--- config.mk ---
export PLATFORM = sky130hd
export DESIGN_NAME = keyword_detection_postprocessor
export DESIGN_NICKNAME = d
export VERILOG_FILES = /design/src/rtl/kwdpp_pkg.sv /design/src/rtl/kwdpp_bank_ram.sv /design/src/rtl/keyword_detection_postprocessor.sv
export SDC_FILE = /design/constraint.sdc
export NUM_CORES = 1
export LEC_CHECK = 0
export BUFFER_PORTS_ARGS = -buffer_cell sky130_fd_sc_hd__buf_2
export CAP_MARGIN = 40
export CORE_MARGIN = 8
export CORE_UTILIZATION = 40
export DETAILED_ROUTE_END_ITERATION = 12
export PLACE_DENSITY = 0.6
export REMOVE_ABC_BUFFERS = 1
export SLEW_MARGIN = 0
export SYNTH_ARGS = -nofsm -noshare
export SYNTH_HDL_FRONTEND = slang
export SYNTH_SLANG_ARGS = --single-unit
--- constraint.sdc ---
create_clock -name clock -period 13.2 [get_ports clock]
set_clock_uncertainty 0.05 [all_clocks]
set_input_delay 2.64 -clock clock [delete_from_list [all_inputs] [get_ports clock]]
set_output_delay 2.64 -clock clock [all_outputs]
set_load 0.1 [all_outputs]
--- src/rtl/kwdpp_pkg.sv ---
// ----------------------------------------------------------------------------
// kwdpp_pkg
// Shared types and constants for the keyword detection post-processor.
// ----------------------------------------------------------------------------
package kwdpp_pkg;

   localparam int MAX_CLASSES_DEF = 16;
   localparam int SCORE_BITS      = 16;
   localparam int CFG_W           = 16;
   localparam int CFG_IDX_W       = 2;
   localparam int CLASS_W         = 4;
   localparam int TIME_W          = 32;
   localparam int COUNT_W         = 16;

   // item actions
   localparam logic [1:0] ACT_SCORE    = 2'd0;
   localparam logic [1:0] ACT_FINALIZE = 2'd1;
   localparam logic [1:0] ACT_READ     = 2'd2;

   // result kinds
   localparam logic [1:0] KIND_FRAME    = 2'd0;
   localparam logic [1:0] KIND_FINALIZE = 2'd1;
   localparam logic [1:0] KIND_READ     = 2'd2;

   // register indexes
   localparam logic [CFG_IDX_W-1:0] REG_CLASSES_IN_USE = 2'd0;
   localparam logic [CFG_IDX_W-1:0] REG_SILENCE_CLASS  = 2'd1;
   localparam logic [CFG_IDX_W-1:0] REG_SILENCE_FRAMES = 2'd2;

   // register reset values
   localparam logic [4:0]         RST_CLASSES_IN_USE = 5'd16;
   localparam logic [CLASS_W-1:0] RST_SILENCE_CLASS  = 4'd0;
   localparam logic [COUNT_W-1:0] RST_SILENCE_FRAMES = 16'd3;

   localparam logic [COUNT_W-1:0] COUNT_MAX = '1;

   typedef struct packed {
      logic [1:0]                   action;
      logic signed [SCORE_BITS-1:0] score;
      logic [TIME_W-1:0]            frame_start;
      logic [TIME_W-1:0]            frame_end;
      logic [CLASS_W-1:0]           read_index;
   } req_type;

   typedef struct packed {
      logic [1:0]                   kind;
      logic                         detected;
      logic [CLASS_W-1:0]           kept_keyword;
      logic [TIME_W-1:0]            kept_begin;
      logic [TIME_W-1:0]            kept_finish;
      logic signed [SCORE_BITS-1:0] read_score;
   } rsp_type;

endpackage

--- src/rtl/kwdpp_bank_ram.sv ---
// ----------------------------------------------------------------------------
// kwdpp_bank_ram
// Score bank storage: one write port, one read port, registered read data.
// ----------------------------------------------------------------------------
module kwdpp_bank_ram #(
   parameter int DEPTH = 2 * kwdpp_pkg::MAX_CLASSES_DEF
) (
   input  logic                                clock,
   input  logic                                wr_en,
   input  logic [$clog2(DEPTH)-1:0]            wr_addr,
   input  logic signed [kwdpp_pkg::SCORE_BITS-1:0] wr_data,
   input  logic                                rd_en,
   input  logic [$clog2(DEPTH)-1:0]            rd_addr,
   output logic signed [kwdpp_pkg::SCORE_BITS-1:0] rd_data
);

   logic signed [kwdpp_pkg::SCORE_BITS-1:0] mem [DEPTH];
   logic signed [kwdpp_pkg::SCORE_BITS-1:0] rd_data_ff;

   always_ff @(posedge clock) begin
      if (wr_en) begin
         mem[wr_addr] <= wr_data;
      end
      if (rd_en) begin
         rd_data_ff <= mem[rd_addr];
      end
   end

   assign rd_data = rd_data_ff;

endmodule

--- src/rtl/keyword_detection_postprocessor.sv ---
// ----------------------------------------------------------------------------
// keyword_detection_postprocessor
// Per-frame argmax over class scores, silence run tracking and kept keyword
// with two score banks held in one RAM.
// ----------------------------------------------------------------------------
//  channel | ports                          | transfer
//  --------+--------------------------------+---------------------------------
//  request | req_valid / req_ready / req_data | one class score or action
//  result  | rsp_valid / rsp_ready / rsp_data | frame, finalize or read item
//  config  | csr_we / csr_index / csr_wdata  | register write, no wait
//
//  One request item per cycle while req_ready is high. Frame, finalize and
//  read results pass through the read stage, which registers the bank RAM
//  read, and then the output register. Argmax and keep decision are done at
//  acceptance; the kept class score sits in a register, so no RAM read is
//  on the decision path. A stalled output holds the stage behind it, which
//  then drops req_ready. Synchronous reset; the bank RAM is not cleared.
// ----------------------------------------------------------------------------
module keyword_detection_postprocessor #(
   parameter int MAX_CLASSES = kwdpp_pkg::MAX_CLASSES_DEF
) (
   input  logic                                clock,
   input  logic                                reset,
   input  logic                                req_valid,
   output logic                                req_ready,
   input  kwdpp_pkg::req_type                  req_data,
   output logic                                rsp_valid,
   input  logic                                rsp_ready,
   output kwdpp_pkg::rsp_type                  rsp_data,
   input  logic                                csr_we,
   input  logic [kwdpp_pkg::CFG_IDX_W-1:0]     csr_index,
   input  logic [kwdpp_pkg::CFG_W-1:0]         csr_wdata
);

   localparam int IDX_W  = $clog2(MAX_CLASSES);
   localparam int LEN_W  = (IDX_W + 1 > 5) ? IDX_W + 1 : 5;
   localparam int CMP_W  = (IDX_W > kwdpp_pkg::CLASS_W) ? IDX_W : kwdpp_pkg::CLASS_W;
   // bank select is the top address bit, so each bank spans a power of two
   localparam int DEPTH  = 2 * (2 ** IDX_W);
   localparam int ADDR_W = $clog2(DEPTH);

   // configuration
   logic [4:0]                          classes_in_use_ff;
   logic [kwdpp_pkg::CLASS_W-1:0]       silence_class_ff;
   logic [kwdpp_pkg::COUNT_W-1:0]       silence_frames_ff;

   // tracking state
   logic [IDX_W-1:0]                    elem_idx_ff, elem_idx_in;
   logic                                bank_sel_ff, bank_sel_in;
   logic [IDX_W-1:0]                    best_idx_ff, best_idx_in;
   logic signed [kwdpp_pkg::SCORE_BITS-1:0] best_score_ff, best_score_in;
   logic [kwdpp_pkg::CLASS_W-1:0]       kept_class_ff, kept_class_in;
   logic [kwdpp_pkg::TIME_W-1:0]        kept_begin_ff, kept_begin_in;
   logic [kwdpp_pkg::TIME_W-1:0]        kept_finish_ff, kept_finish_in;
   logic signed [kwdpp_pkg::SCORE_BITS-1:0] kept_score_ff, kept_score_in;
   logic [kwdpp_pkg::COUNT_W-1:0]       silence_count_ff, silence_count_in;

   // read stage and output register
   logic                                s1_valid_ff;
   kwdpp_pkg::rsp_type                  s1_data_ff, s1_data_in;
   logic                                s1_use_mem_ff, s1_use_mem_in;
   logic                                rsp_valid_ff;
   kwdpp_pkg::rsp_type                  rsp_data_ff, rsp_data_in;

   logic                                accept, s1_move, has_result;
   logic                                take_new, is_last, win_silent, replace;
   logic [IDX_W-1:0]                    cur_idx;
   logic signed [kwdpp_pkg::SCORE_BITS-1:0] cur_score;
   logic [LEN_W-1:0]                    frame_len;
   logic [CMP_W-1:0]                    cur_idx_ext;
   logic [CMP_W-1:0]                    ri_ext;
   logic                                ri_ok;

   logic                                ram_wr_en, ram_rd_en;
   logic [ADDR_W-1:0]                   ram_wr_addr, ram_rd_addr;
   logic signed [kwdpp_pkg::SCORE_BITS-1:0] ram_rd_data;

   assign s1_move   = s1_valid_ff & (~rsp_valid_ff | rsp_ready);
   assign req_ready = ~s1_valid_ff | s1_move;
   assign accept    = req_valid & req_ready;

   always_comb begin
      if (classes_in_use_ff == '0) begin
         frame_len = LEN_W'(1);
      end else if (LEN_W'(classes_in_use_ff) > LEN_W'(MAX_CLASSES)) begin
         frame_len = LEN_W'(MAX_CLASSES);
      end else begin
         frame_len = LEN_W'(classes_in_use_ff);
      end
   end

   // running argmax, lowest index wins ties
   assign take_new   = (elem_idx_ff == '0) || (best_score_ff < req_data.score);
   assign cur_idx    = take_new ? elem_idx_ff : best_idx_ff;
   assign cur_score  = take_new ? req_data.score : best_score_ff;
   assign is_last    = (LEN_W'(elem_idx_ff) + LEN_W'(1)) >= frame_len;
   assign cur_idx_ext = CMP_W'(cur_idx);
   assign win_silent = cur_idx_ext == CMP_W'(silence_class_ff);
   assign replace    = ~win_silent &&
                       ((silence_count_ff >= silence_frames_ff) ||
                        (kept_score_ff < cur_score));

   assign ri_ext = CMP_W'(req_data.read_index);
   assign ri_ok  = 32'(ri_ext) < 32'(MAX_CLASSES);

   always_comb begin
      elem_idx_in      = elem_idx_ff;
      bank_sel_in      = bank_sel_ff;
      best_idx_in      = best_idx_ff;
      best_score_in    = best_score_ff;
      kept_class_in    = kept_class_ff;
      kept_begin_in    = kept_begin_ff;
      kept_finish_in   = kept_finish_ff;
      kept_score_in    = kept_score_ff;
      silence_count_in = silence_count_ff;
      has_result       = 1'b0;
      s1_use_mem_in    = 1'b0;
      s1_data_in       = '0;

      case (req_data.action)
         kwdpp_pkg::ACT_SCORE: begin
            best_idx_in   = cur_idx;
            best_score_in = cur_score;
            if (!is_last) begin
               elem_idx_in = elem_idx_ff + IDX_W'(1);
            end else begin
               elem_idx_in = '0;
               has_result  = 1'b1;
               if (win_silent) begin
                  if (silence_count_ff < kwdpp_pkg::COUNT_MAX) begin
                     silence_count_in = silence_count_ff + kwdpp_pkg::COUNT_W'(1);
                  end
               end else begin
                  if (replace) begin
                     kept_class_in  = cur_idx_ext[kwdpp_pkg::CLASS_W-1:0];
                     kept_begin_in  = req_data.frame_start;
                     kept_finish_in = req_data.frame_end;
                     kept_score_in  = cur_score;
                     bank_sel_in    = ~bank_sel_ff;
                  end
                  silence_count_in = '0;
               end
               s1_data_in.kind     = kwdpp_pkg::KIND_FRAME;
               s1_data_in.detected = (silence_count_in == silence_frames_ff) &&
                                     (kept_class_in != silence_class_ff);
            end
         end
         kwdpp_pkg::ACT_FINALIZE: begin
            has_result = 1'b1;
            s1_data_in.kind = kwdpp_pkg::KIND_FINALIZE;
            if (silence_count_ff < silence_frames_ff) begin
               silence_count_in    = silence_frames_ff;
               s1_data_in.detected = 1'b1;
            end
         end
         kwdpp_pkg::ACT_READ: begin
            has_result      = 1'b1;
            s1_use_mem_in   = ri_ok;
            s1_data_in.kind = kwdpp_pkg::KIND_READ;
         end
         default: begin
         end
      endcase

      s1_data_in.kept_keyword = kept_class_in;
      s1_data_in.kept_begin   = kept_begin_in;
      s1_data_in.kept_finish  = kept_finish_in;
   end

   // frame scores go to the idle bank, reads come from the kept bank
   assign ram_wr_en   = accept && (req_data.action == kwdpp_pkg::ACT_SCORE);
   assign ram_wr_addr = {~bank_sel_ff, elem_idx_ff};
   assign ram_rd_en   = accept && (req_data.action == kwdpp_pkg::ACT_READ) && ri_ok;
   assign ram_rd_addr = {bank_sel_ff, ri_ext[IDX_W-1:0]};

   kwdpp_bank_ram #(
      .DEPTH(DEPTH)
   ) u_bank_ram (
      .clock  (clock),
      .wr_en  (ram_wr_en),
      .wr_addr(ram_wr_addr),
      .wr_data(req_data.score),
      .rd_en  (ram_rd_en),
      .rd_addr(ram_rd_addr),
      .rd_data(ram_rd_data)
   );

   always_ff @(posedge clock) begin
      if (reset) begin
         classes_in_use_ff <= kwdpp_pkg::RST_CLASSES_IN_USE;
         silence_class_ff  <= kwdpp_pkg::RST_SILENCE_CLASS;
         silence_frames_ff <= kwdpp_pkg::RST_SILENCE_FRAMES;
         elem_idx_ff       <= '0;
         bank_sel_ff       <= 1'b0;
         best_idx_ff       <= '0;
         best_score_ff     <= '0;
         kept_class_ff     <= kwdpp_pkg::RST_SILENCE_CLASS;
         kept_begin_ff     <= '0;
         kept_finish_ff    <= '0;
         silence_count_ff  <= kwdpp_pkg::RST_SILENCE_FRAMES;
      end else if (csr_we) begin
         if (csr_index inside {kwdpp_pkg::REG_CLASSES_IN_USE,
                               kwdpp_pkg::REG_SILENCE_CLASS,
                               kwdpp_pkg::REG_SILENCE_FRAMES}) begin
            elem_idx_ff   <= '0;
            best_idx_ff   <= '0;
            best_score_ff <= '0;
         end
         // kept class and silence run restart from the new settings
         case (csr_index)
            kwdpp_pkg::REG_CLASSES_IN_USE: begin
               classes_in_use_ff <= csr_wdata[4:0];
               kept_class_ff     <= silence_class_ff;
               silence_count_ff  <= silence_frames_ff;
            end
            kwdpp_pkg::REG_SILENCE_CLASS: begin
               silence_class_ff <= csr_wdata[kwdpp_pkg::CLASS_W-1:0];
               kept_class_ff    <= csr_wdata[kwdpp_pkg::CLASS_W-1:0];
               silence_count_ff <= silence_frames_ff;
            end
            kwdpp_pkg::REG_SILENCE_FRAMES: begin
               silence_frames_ff <= csr_wdata;
               kept_class_ff     <= silence_class_ff;
               silence_count_ff  <= csr_wdata;
            end
            default: begin
            end
         endcase
      end else if (accept) begin
         elem_idx_ff      <= elem_idx_in;
         bank_sel_ff      <= bank_sel_in;
         best_idx_ff      <= best_idx_in;
         best_score_ff    <= best_score_in;
         kept_class_ff    <= kept_class_in;
         kept_begin_ff    <= kept_begin_in;
         kept_finish_ff   <= kept_finish_in;
         silence_count_ff <= silence_count_in;
      end
   end

   // kept class score; only compared after a replacement has loaded it
   always_ff @(posedge clock) begin
      if (accept) begin
         kept_score_ff <= kept_score_in;
      end
   end

   always_ff @(posedge clock) begin
      if (reset) begin
         s1_valid_ff  <= 1'b0;
         rsp_valid_ff <= 1'b0;
      end else begin
         if (accept && has_result) begin
            s1_valid_ff <= 1'b1;
         end else if (s1_move) begin
            s1_valid_ff <= 1'b0;
         end
         if (s1_move) begin
            rsp_valid_ff <= 1'b1;
         end else if (rsp_ready) begin
            rsp_valid_ff <= 1'b0;
         end
      end
   end

   always_comb begin
      rsp_data_in            = s1_data_ff;
      rsp_data_in.read_score = s1_use_mem_ff ? ram_rd_data : '0;
   end

   always_ff @(posedge clock) begin
      if (accept && has_result) begin
         s1_data_ff    <= s1_data_in;
         s1_use_mem_ff <= s1_use_mem_in;
      end
      if (s1_move) begin
         rsp_data_ff <= rsp_data_in;
      end
   end

   assign rsp_valid = rsp_valid_ff;
   assign rsp_data  = rsp_data_ff;

endmodule

# Yosys cells after proc, flatten, opt, wreduce, memory -nomap -nowiden
# Memories as Yosys holds them, arrays and structs flattened. A register that Yosys moved wholly into a read port is not among the register bits.
# Cells that the tools add are included.
[classes] n_reduce_logical=29 bitwise_logic=9 mux=56 add_sub_neg=3 n_eq_ne=12 order_cmp=7
[op_table] operator="$mux 32" n=8
[op_table] operator="$mux 16" n=13
[op_table] operator="$mux 4" n=17
[op_table] operator="$pmux 16 s2" n=2
[op_table] operator="$lt 16x16->1" n=3
[op_table] operator="$add 16x1->16 const B" n=1
[op_table] operator="$eq 16x16->1" n=1
[op_table] operator="$ge 16x16->1" n=1
[op_table] operator="$lt 16x16->1 const B" n=1
[op_table] operator="$mux 1" n=10
[op_table] operator="$mux 5" n=2
[op_table] operator="$reduce_and 2->1" n=5
[op_table] operator="$reduce_and 5->1" n=2
[op_table] operator="$pmux 4 s2" n=1
[op_table] operator="$reduce_bool 2->1" n=4
[op_table] operator="$ne 3x2->1 const B" n=2
[op_table] operator="$ne 3x3->1 const B" n=2
[op_table] operator="$pmux 2 s3" n=1
[op_table] operator="$reduce_and 6->1" n=1
[op_table] operator="$reduce_bool 3->1" n=2
[op_table] operator="$reduce_or 2->1" n=3
[op_table] operator="$add 4x1->5 const B" n=1
[op_table] operator="$ge 5x5->1" n=1
[op_table] operator="$gt 5x5->1 const B" n=1
[op_table] operator="other kinds (16)" n=31
[totals] inputBits=109 out_inout_bits=89 memories=1 word_cells=143 mem_bits_rw=512 regBits=311
[memory_table] memory="u_bank_ram.mem" depth=32 width=16 read_ports=1 rd_ports_with_merged_regs=1 write_ports=1 line_no="kwdpp_bank_ram.sv:17" text="logic signed [kwdpp_pkg::SCORE_BITS-1:0] mem [DEPTH];"

# Depth between registers and ports, before layout
# Gate-level depths: netlist of the first run.
[depth] ltp_word=14 mapped_depth=27

# Hierarchy
# A second synthesis of the first run with hierarchy kept.
[unflattened] cells_unflattened=2631 hier_area_um2=35236.3
[by_module_without_submodules] module="kwdpp_bank_ram" cells_per_inst=1143 seq_area_each_um2=15855.2 n_inst=1 area_each_um2=20694.8
[by_module_without_submodules] module="keyword_detection_postprocessor" cells_per_inst=1488 seq_area_each_um2=7947.6 n_inst=1 area_each_um2=14541.4

# Worst setup path after synthesis of the first run
# OpenSTA, ideal clock, no wires.
[synth_path] path_kind="input port to flip-flop" from="in req_data[83] in the netlist's numbering" to="reg kept_score_ff[0] in the netlist's numbering, enable pin" cell_stages=24 required_ps=12760 path_slack_ps=5137 arrival_ps=7622 path_buffers=6 cell_sequence="inv_1 -> ha_1 -> nand4_1 -> a211o_1 -> o32a_2 -> a21boi_2 -> buf_6 -> clkbuf_1 -> clkbuf_1 -> nor2_1 -> a21oi_1 -> ha_1 -> a21oi_1 -> nor2_1 -> o31a_1 -> o21ai_0 -> nand4_1 -> a2111oi_2 -> o31a_1 -> buf_6 -> and2_4 -> buf_6 -> buf_2 -> nor2b_1"
[synth_via] elab_chain_len=7 elab_cells_between_ends=10
[synth_rtl] element="start, declared" line_no="keyword_detection_postprocessor.sv:26" text="input kwdpp_pkg::req_type req_data,"
[synth_rtl] element="$lt 16x16->1" line_no="keyword_detection_postprocessor.sv:93" text="assign take_new = (elem_idx_ff == '0) || (best_score_ff < req_data.score);"
[synth_rtl] element="$logic_or 1x1->1" line_no="keyword_detection_postprocessor.sv:93"
[synth_rtl] element="$mux 16 or $mux 4 (tied branches)" line_no="keyword_detection_postprocessor.sv:95, keyword_detection_postprocessor.sv:94"
[synth_rtl] element="$lt 16x16->1 or $eq 4x4->1 (tied branches)" line_no="keyword_detection_postprocessor.sv:101, keyword_detection_postprocessor.sv:98"
[synth_rtl] element="$logic_or 1x1->1 or $not 1->1 (tied branches)"
[synth_rtl] element="$logic_and 1x1->1" line_no="keyword_detection_postprocessor.sv:99" text="assign replace = ~win_silent &&"
[synth_rtl] element="$reduce_and 5->1 (no line) (*)"
[synth_rtl] element="end signal, assigned" line_no="keyword_detection_postprocessor.sv:244" text="kept_score_ff <= kept_score_in;"
[synth_rtl] element="end, declared" line_no="keyword_detection_postprocessor.sv:55" text="logic signed [kwdpp_pkg::SCORE_BITS-1:0] kept_score_ff, kept_score_in;"
# Mark *: on every way between the ends. The rest lies on a longest branch, timed or not.
# A chain may end at the register's enable or synchronous reset.

# Worst setup path in the final report of the first run
[layout_path] from="in req_data[83] in the netlist's numbering" to="reg kept_begin_ff[17] in the netlist's numbering"
[layout_via] elab_chain_len=10 elab_cells_between_ends=13
[layout_rtl] element="$lt 16x16->1" line_no="keyword_detection_postprocessor.sv:93"
[layout_rtl] element="$logic_or 1x1->1" line_no="keyword_detection_postprocessor.sv:93"
[layout_rtl] element="$mux 16 or $mux 4 (tied branches)" line_no="keyword_detection_postprocessor.sv:95, keyword_detection_postprocessor.sv:94"
[layout_rtl] element="$lt 16x16->1 or $eq 4x4->1 (tied branches)" line_no="keyword_detection_postprocessor.sv:101, keyword_detection_postprocessor.sv:98"
[layout_rtl] element="$logic_or 1x1->1 or $not 1->1 (tied branches)"
[layout_rtl] element="$logic_and 1x1->1" line_no="keyword_detection_postprocessor.sv:99"
[layout_rtl] element="$mux 32" line_no="keyword_detection_postprocessor.sv:134" text="if (replace) begin"
[layout_rtl] element="$mux 32 (*)" line_no="keyword_detection_postprocessor.sv:129" text="if (win_silent) begin"
[layout_rtl] element="$mux 32 (*)" line_no="keyword_detection_postprocessor.sv:124" text="if (!is_last) begin"
[layout_rtl] element="$mux 32 (*)" line_no="keyword_detection_postprocessor.sv:120" text="case (req_data.action)"
[layout_rtl] element="named net kept_begin_in (one bit)" line_no="keyword_detection_postprocessor.sv:53" text="logic [kwdpp_pkg::TIME_W-1:0] kept_begin_ff, kept_begin_in;"
[layout_rtl] element="end signal, assigned" line_no="keyword_detection_postprocessor.sv:235" text="kept_begin_ff <= kept_begin_in;"
[layout_rtl] element="end, declared" line_no="keyword_detection_postprocessor.sv:53"
# The timed path passes the listed nets; every way through them passes the cells marked *.

==> results.cfg, run 1 <==
[layout]
num-nets-final = 2497
design_area_um2 = 39900
register_area_um2 = 23800
fillCellCount = 7113
drive_gt1_frac = 0.279
layout_commonest_cell = edfxtp_1
multi_input_area_um2 = 9730
layout_common_cells = edfxtp_1 (702), buf_2 (195), mux4_2 (160)
fin_cells = 3554
fin_util = 0.471
area_growth_pct = 17.1

[place]
hpwl_um = 53400
io_buffer_count = 197
dpl.cell_count = 3383
placed_cell_area_um2 = 37000
place_congestion = 0.836

[setup_path]
endpoint_kind = register
required_ps = 13650
crit_type = input port to register
cp-start-kind = input port
path_max_fanout = 39
worstPathArrival_ps = 9340

[status]
status = finished clean

[yosys]
yosysUniqueCellTypes = 59
ys_seq_area_frac = 0.699
syn_area_per_cell_um2 = 16.2
synth_edf_count = 702
syn_area_um2 = 34100
ys_ff_latch = 838
ys_warn_count = 0
ys_async_sr_fraction = 0
synth_flop_cell = edfxtp_1
syn_inst = 2101

[cts]
cts_tree = done
clk_pin_slew_worst_paths_ps = 60
cts_buffers = 86
clockBufferDepth = 3
insertion_delay_ps = 640
clock_sinks = 838
cts_resized = 0
cts-root-buf = clkbuf_16
post-cts-setup-buffers = 0
hold_buffers = 0
htree_num_levels = 3

[power]
power_switching_mw = 1.29
p_int_mw = 4.45
combPwrFrac = 0.066
pwr-share-clk = 0.426
cellPowerDensity_nw_per_um2 = 144
p_leak_nw = 13.4
power_mw = 5.73
sequentialPowerShare = 0.508
peakVddDrop_v = 0.0000841
swShare = 0.224

[floorplanning]
ios = 198
rows = 107
start_util = 0.402
dieWidth_um = 308
die_h_um = 308
dieArea_um2 = 94800
core_area_um2 = 84700

[global_routing]
track_usage = 0.177
antenna_found_initial = 17
grt_pass1_wl_um = 126000
grt_overflow = 0
grt_max_degree = 83
grt_pass1_vias = 19600

[timing]
finalCriticalPeriod_ps = 8890
setup_viol = 0
relSlewSlack = 0.365
hold_viol_final = 0
finalMaxSlewViolations = 0
fin_setup_tns_ps = 0
fmax_ghz = 0.112
tightest_slew_ps = 950
rsz0062_at_grt = false
fin_crit_sh = 0.674

[route]
vias_per_cell = 5.41
num_vias = 19200
drt-pass1-iter-count = 5
drc = 0
ant_nets = 0
first_iter_violations = 1750
routedWlPerCell_um = 24.1
wl_um = 85600

[worst_hold_path]
hp-class = register to register

[job]
drv_cap = 0
## Yosys cell counts (3+ instances only)
library cell / n / area, um2
buf_1: 17 / 63.8
o22ai_1: 11 / 68.8
nor4_1: 4 / 25.0
nor3b_1: 4 / 30.0
xnor2_1: 21 / 184
nand3_1: 20 / 100
a211oi_1: 14 / 105
nand2b_1: 4 / 25.0
nand4_1: 15 / 93.8
o21a_1: 8 / 60.1
nor3_1: 17 / 85.1
mux2i_1: 15 / 150
dfxtp_1: 136 / 2720
mux4_2: 160 / 3600
mux2_2: 43 / 484
nand3b_1: 3 / 22.5
or2_2: 5 / 31.3
o211ai_1: 6 / 45.0
xor2_1: 5 / 43.8
and4_1: 3 / 26.3
clkbuf_1: 87 / 327
buf_6: 7 / 78.8
a21oi_1: 135 / 676
edfxtp_1: 702 / 21100
o21ai_0: 85 / 425
a211o_1: 6 / 52.6
ha_1: 59 / 738
a21o_1: 5 / 37.5
nor2_1: 152 / 571
nand2_1: 140 / 526
and3_1: 10 / 62.6
o221ai_1: 6 / 52.6
buf_2: 4 / 20.0
mux2_4: 39 / 586
o21ai_1: 5 / 25.0
and2_1: 16 / 100
o31ai_1: 3 / 22.5
inv_1: 63 / 236
a31oi_1: 27 / 169
nor2b_1: 15 / 93.8
## critical path: stages
cell	delay, ps
buf_2	430
inv_1	130
ha_1	350
nand4_1	200
a211o_1	280
o32a_2	410
a21boi_2	360
buf_4	400
nor2_1	70
a21oi_1	260
ha_1	290
nand3_1	110
nor2_1	60
o31a_1	270
o21ai_0	310
nand4_1	200
a2111oi_2	250
o31a_1	420
and2_4	580
buf_4	710
mux2_2	430
nand2_1	70
a21oi_1	70
## per-stage QoR
stage / hold WS, ps / worst slack (ps)
floorplan: 350 / 4530
finish: 342 / 4310
global route: 341 / 3910
global placement: 351 / 3920
detailed placement: 355 / 3700
CTS: 336 / 4380
## final cells by class
| type | count | area share |
|---|---|---|
| Inverter | 63 | 0.00593 |
| Timing Repair Buffer | 255 | 0.0450 |
| Multi-Input combinational cell | 1085 | 0.244 |
| Clock inverter | 45 | 0.0125 |
| Antenna cell | 11 | 0.000690 |
| Clock buffer | 113 | 0.0591 |
| Tap cell | 1144 | 0.0359 |
| Sequential cell | 838 | 0.597 |
## state kept, by name, summed over array words and instances, names as in the netlist, 16 cells and up
name and cells:
best_score_ff 16, kept_begin_ff 32, kept_finish_ff 32, kept_score_ff 16, rsp_data 87, rsp_data_in 71
silence_count_ff 16, silence_frames_ff 16, u_bank_ram.mem 512, u_bank_ram.rd_data 16
## logic make-up after synthesis
family | share of synthesized area
AO/OA/AOI/OAI | 0.0561
XOR/XNOR | 0.00668
adder cells (fa/ha/maj) | 0.0217
buffers and inverters | 0.0213
flip-flops | 0.699
multiplexers | 0.142
AND/OR/NAND/NOR | 0.0537
## path summary, 6_finish.rpt
check | cells past startpoint | start | endpoint | slack (ps)
max | 23 | req_data[83] | kept_begin_ff[17]$_SDFFE_PP0P_ | 4310
min | 0 | rsp_data_in[32]$_DFFE_PP_ | rsp_data[32]$_DFFE_PP_ | 340
max reg2reg | 21 | best_score_ff[15]$_SDFFE_PP0P_ | kept_begin_ff[17]$_SDFFE_PP0P_ | 6590
min reg2reg | 0 | rsp_data_in[32]$_DFFE_PP_ | rsp_data[32]$_DFFE_PP_ | 340
## layer usage
metal	vias up	global-route usage	part of all wire
met5	-	0	0.00053
met4	6	0.0645	0.034
met3	157	0.0310	0.056
met2	532	0.301	0.51
met1	9924	0.227	0.40
li1	8618	-	-
## power by group through the flow
stage	registers, mW	logic [mW]	clock network (mW)
global placement	2.97	0.368	0
finish	2.91	0.379	2.44
global route	2.92	0.409	2.60
floorplan	3.03	0.162	0
detailed placement	2.97	0.383	0
CTS	2.91	0.384	2.49
(Power assumes the default switching activity.)
==> run 2, diff against run 1 <==
PLACE_DENSITY = 0.62   (was 0.6)
clock period = 7.6 ns   (was 13.2 ns; I/O delays follow)
==> results.cfg, run 2 (synthesis results as in run 1) <==
[power]
p_int_mw = 7.88
p_leak_nw = 13.5
peakVddDrop_v = 0.000148
combPwrFrac = 0.066
sequentialPowerShare = 0.499
power_mw = 10.1
cellPowerDensity_nw_per_um2 = 254
power_switching_mw = 2.25
swShare = 0.222
pwr-share-clk = 0.434

[cts]
insertion_delay_ps = 660
clockBufferDepth = 3
cts-root-buf = clkbuf_16
cts_tree = done
hold_buffers = 0
clk_pin_slew_worst_paths_ps = 60
clock_sinks = 838
htree_num_levels = 3
cts_resized = 0
post-cts-setup-buffers = 0
cts_buffers = 84

[layout]
drive_gt1_frac = 0.282
largest_register_ffs = 512
layout_common_cells = edfxtp_1 (702), buf_2 (194), mux4_2 (160)
design_area_um2 = 39800
num-nets-final = 2514
fillCellCount = 7121
layout_commonest_cell = edfxtp_1
top_register = u_bank_ram.mem
area_growth_pct = 16.8

[route]
drc = 0
wl_um = 82900
num_vias = 19300
vias_per_cell = 5.41
ant_nets = 0
routedWlPerCell_um = 23.2
first_iter_violations = 1720
drt-pass1-iter-count = 5

[timing]
hold_ws_ps = 364
finalCriticalPeriod_ps = 6380
finalMaxSlewViolations = 0
tightest_slew_ps = 902
fin_crit_sh = 0.839
relSlewSlack = 0.397
hold_viol_final = 0
fin_setup_tns_ps = 0
rsz0062_at_grt = false
setup_viol = 0
fmax_ghz = 0.157

[setup_path]
endpoint_kind = register
cp-start-kind = input port
path_common_cell = a21oi_1
r2r-start = best_score_ff[11]$_SDFFE_PP0P_
rr_worst_depth = 21
rrSetupSlack_ps = 2080
worstPathArrival_ps = 6810
slowest_stage = buf_4
required_ps = 8030
reg2reg_to = kept_begin_ff[23]$_SDFFE_PP0P_
cpPeakStageDelay_ps = 430
path_max_fanout = 37
path_cells = buf_2, inv_1, ha_1, nand4_1, a211o_1, o32a_2, a21boi_2, buf_4, nor2_1, a21oi_1, ha_1, a21oi_1, nor2_1, o31a_1, o21ai_0, nand4_1, a2111oi_2, o31a_1, and2_4, buf_4, mux2_2, nand2_1, a21oi_1
crit_type = input port to register

[floorplanning]
rows = 107
die_h_um = 308
dieArea_um2 = 94800
start_util = 0.402
dieWidth_um = 308
core_area_um2 = 84700
ios = 198

[job]
drv_cap = 0

[global_routing]
grt_max_degree = 82
antenna_found_initial = 12
grt_pass1_wl_um = 124000
grt_overflow = 0
track_usage = 0.171
grt_pass1_vias = 20100

[worst_hold_path]
hp-class = register to register
hp-start = rsp_data_in[64]$_DFFE_PP_
hold_path_end = rsp_data[64]$_DFFE_PP_
holdPathStages = 0

[place]
place_congestion = 0.815
io_buffer_count = 197
placed_cell_area_um2 = 36800
hpwl_um = 52700

[status]
status = finished clean
-- run 2: area by class of cell --
type                    instances  area [um2]  area share
repair buffers                274        1730      0.0433
diodes                         12        30.0    0.000754
flip-flops and latches        838       23800       0.598
well taps                    1144        1430      0.0360
multi-input cells            1085        9620       0.242
inverters                      63         236     0.00594
clock inverters                53         773      0.0194
clock buffers                  99        2190      0.0550
-- run 2: power by group through the flow --
| stage | combinational [mW] | sequential (mW) | clock, mW |
|---|---|---|---|
| final | 0.670 | 5.06 | 4.40 |
| after global placement | 0.650 | 5.16 | 0 |
| after CTS | 0.678 | 5.06 | 4.49 |
| after detailed placement | 0.674 | 5.16 | 0 |
| after floorplan | 0.281 | 5.26 | 0 |
| after global routing | 0.720 | 5.06 | 4.67 |
-- run 2: worst max path at each step --
stage,slack (ps),depth (start not counted),startpoint,end
after floorplan,50,9,rsp_ready,elem_idx_ff[2]$_SDFFE_PP0P_
after global placement,720,23,req_data[79],kept_begin_ff[23]$_SDFFE_PP0P_
after detailed placement,530,23,req_data[79],kept_begin_ff[19]$_SDFFE_PP0P_
after CTS,1220,23,req_data[79],kept_begin_ff[19]$_SDFFE_PP0P_
after global routing,770,23,req_data[82],kept_begin_ff[9]$_SDFFE_PP0P_
final,1220,23,req_data[79],kept_begin_ff[23]$_SDFFE_PP0P_
-- run 2: critical path, delay by kind of cell --
family / cells / cell delay [ps]
and+or+nand+nor: 6 / 720
AOI/OAI and AO/OA: 10 / 2370
adders and majority gates: 2 / 640
buffers and inverters: 4 / 1090
muxes: 1 / 410
-- run 2: metal layers --
metal,part of all wire,vias to the layer above,global-route usage
li1,-,8630,-
met1,0.39,9934,0.210
met2,0.53,596,0.305
met3,0.052,136,0.0258
met4,0.030,2,0.0658
met5,0.00016,-,0
-- run 2: stage by stage --
stage                     setup WS, ps  std cells  utilization
after global routing               774       3566        0.470
after detailed placement           525       3404        0.434
after CTS                         1220       3556        0.469
final                             1220       3568        0.470
after global placement             722       3393        0.432
after floorplan                   50.2       1986            -
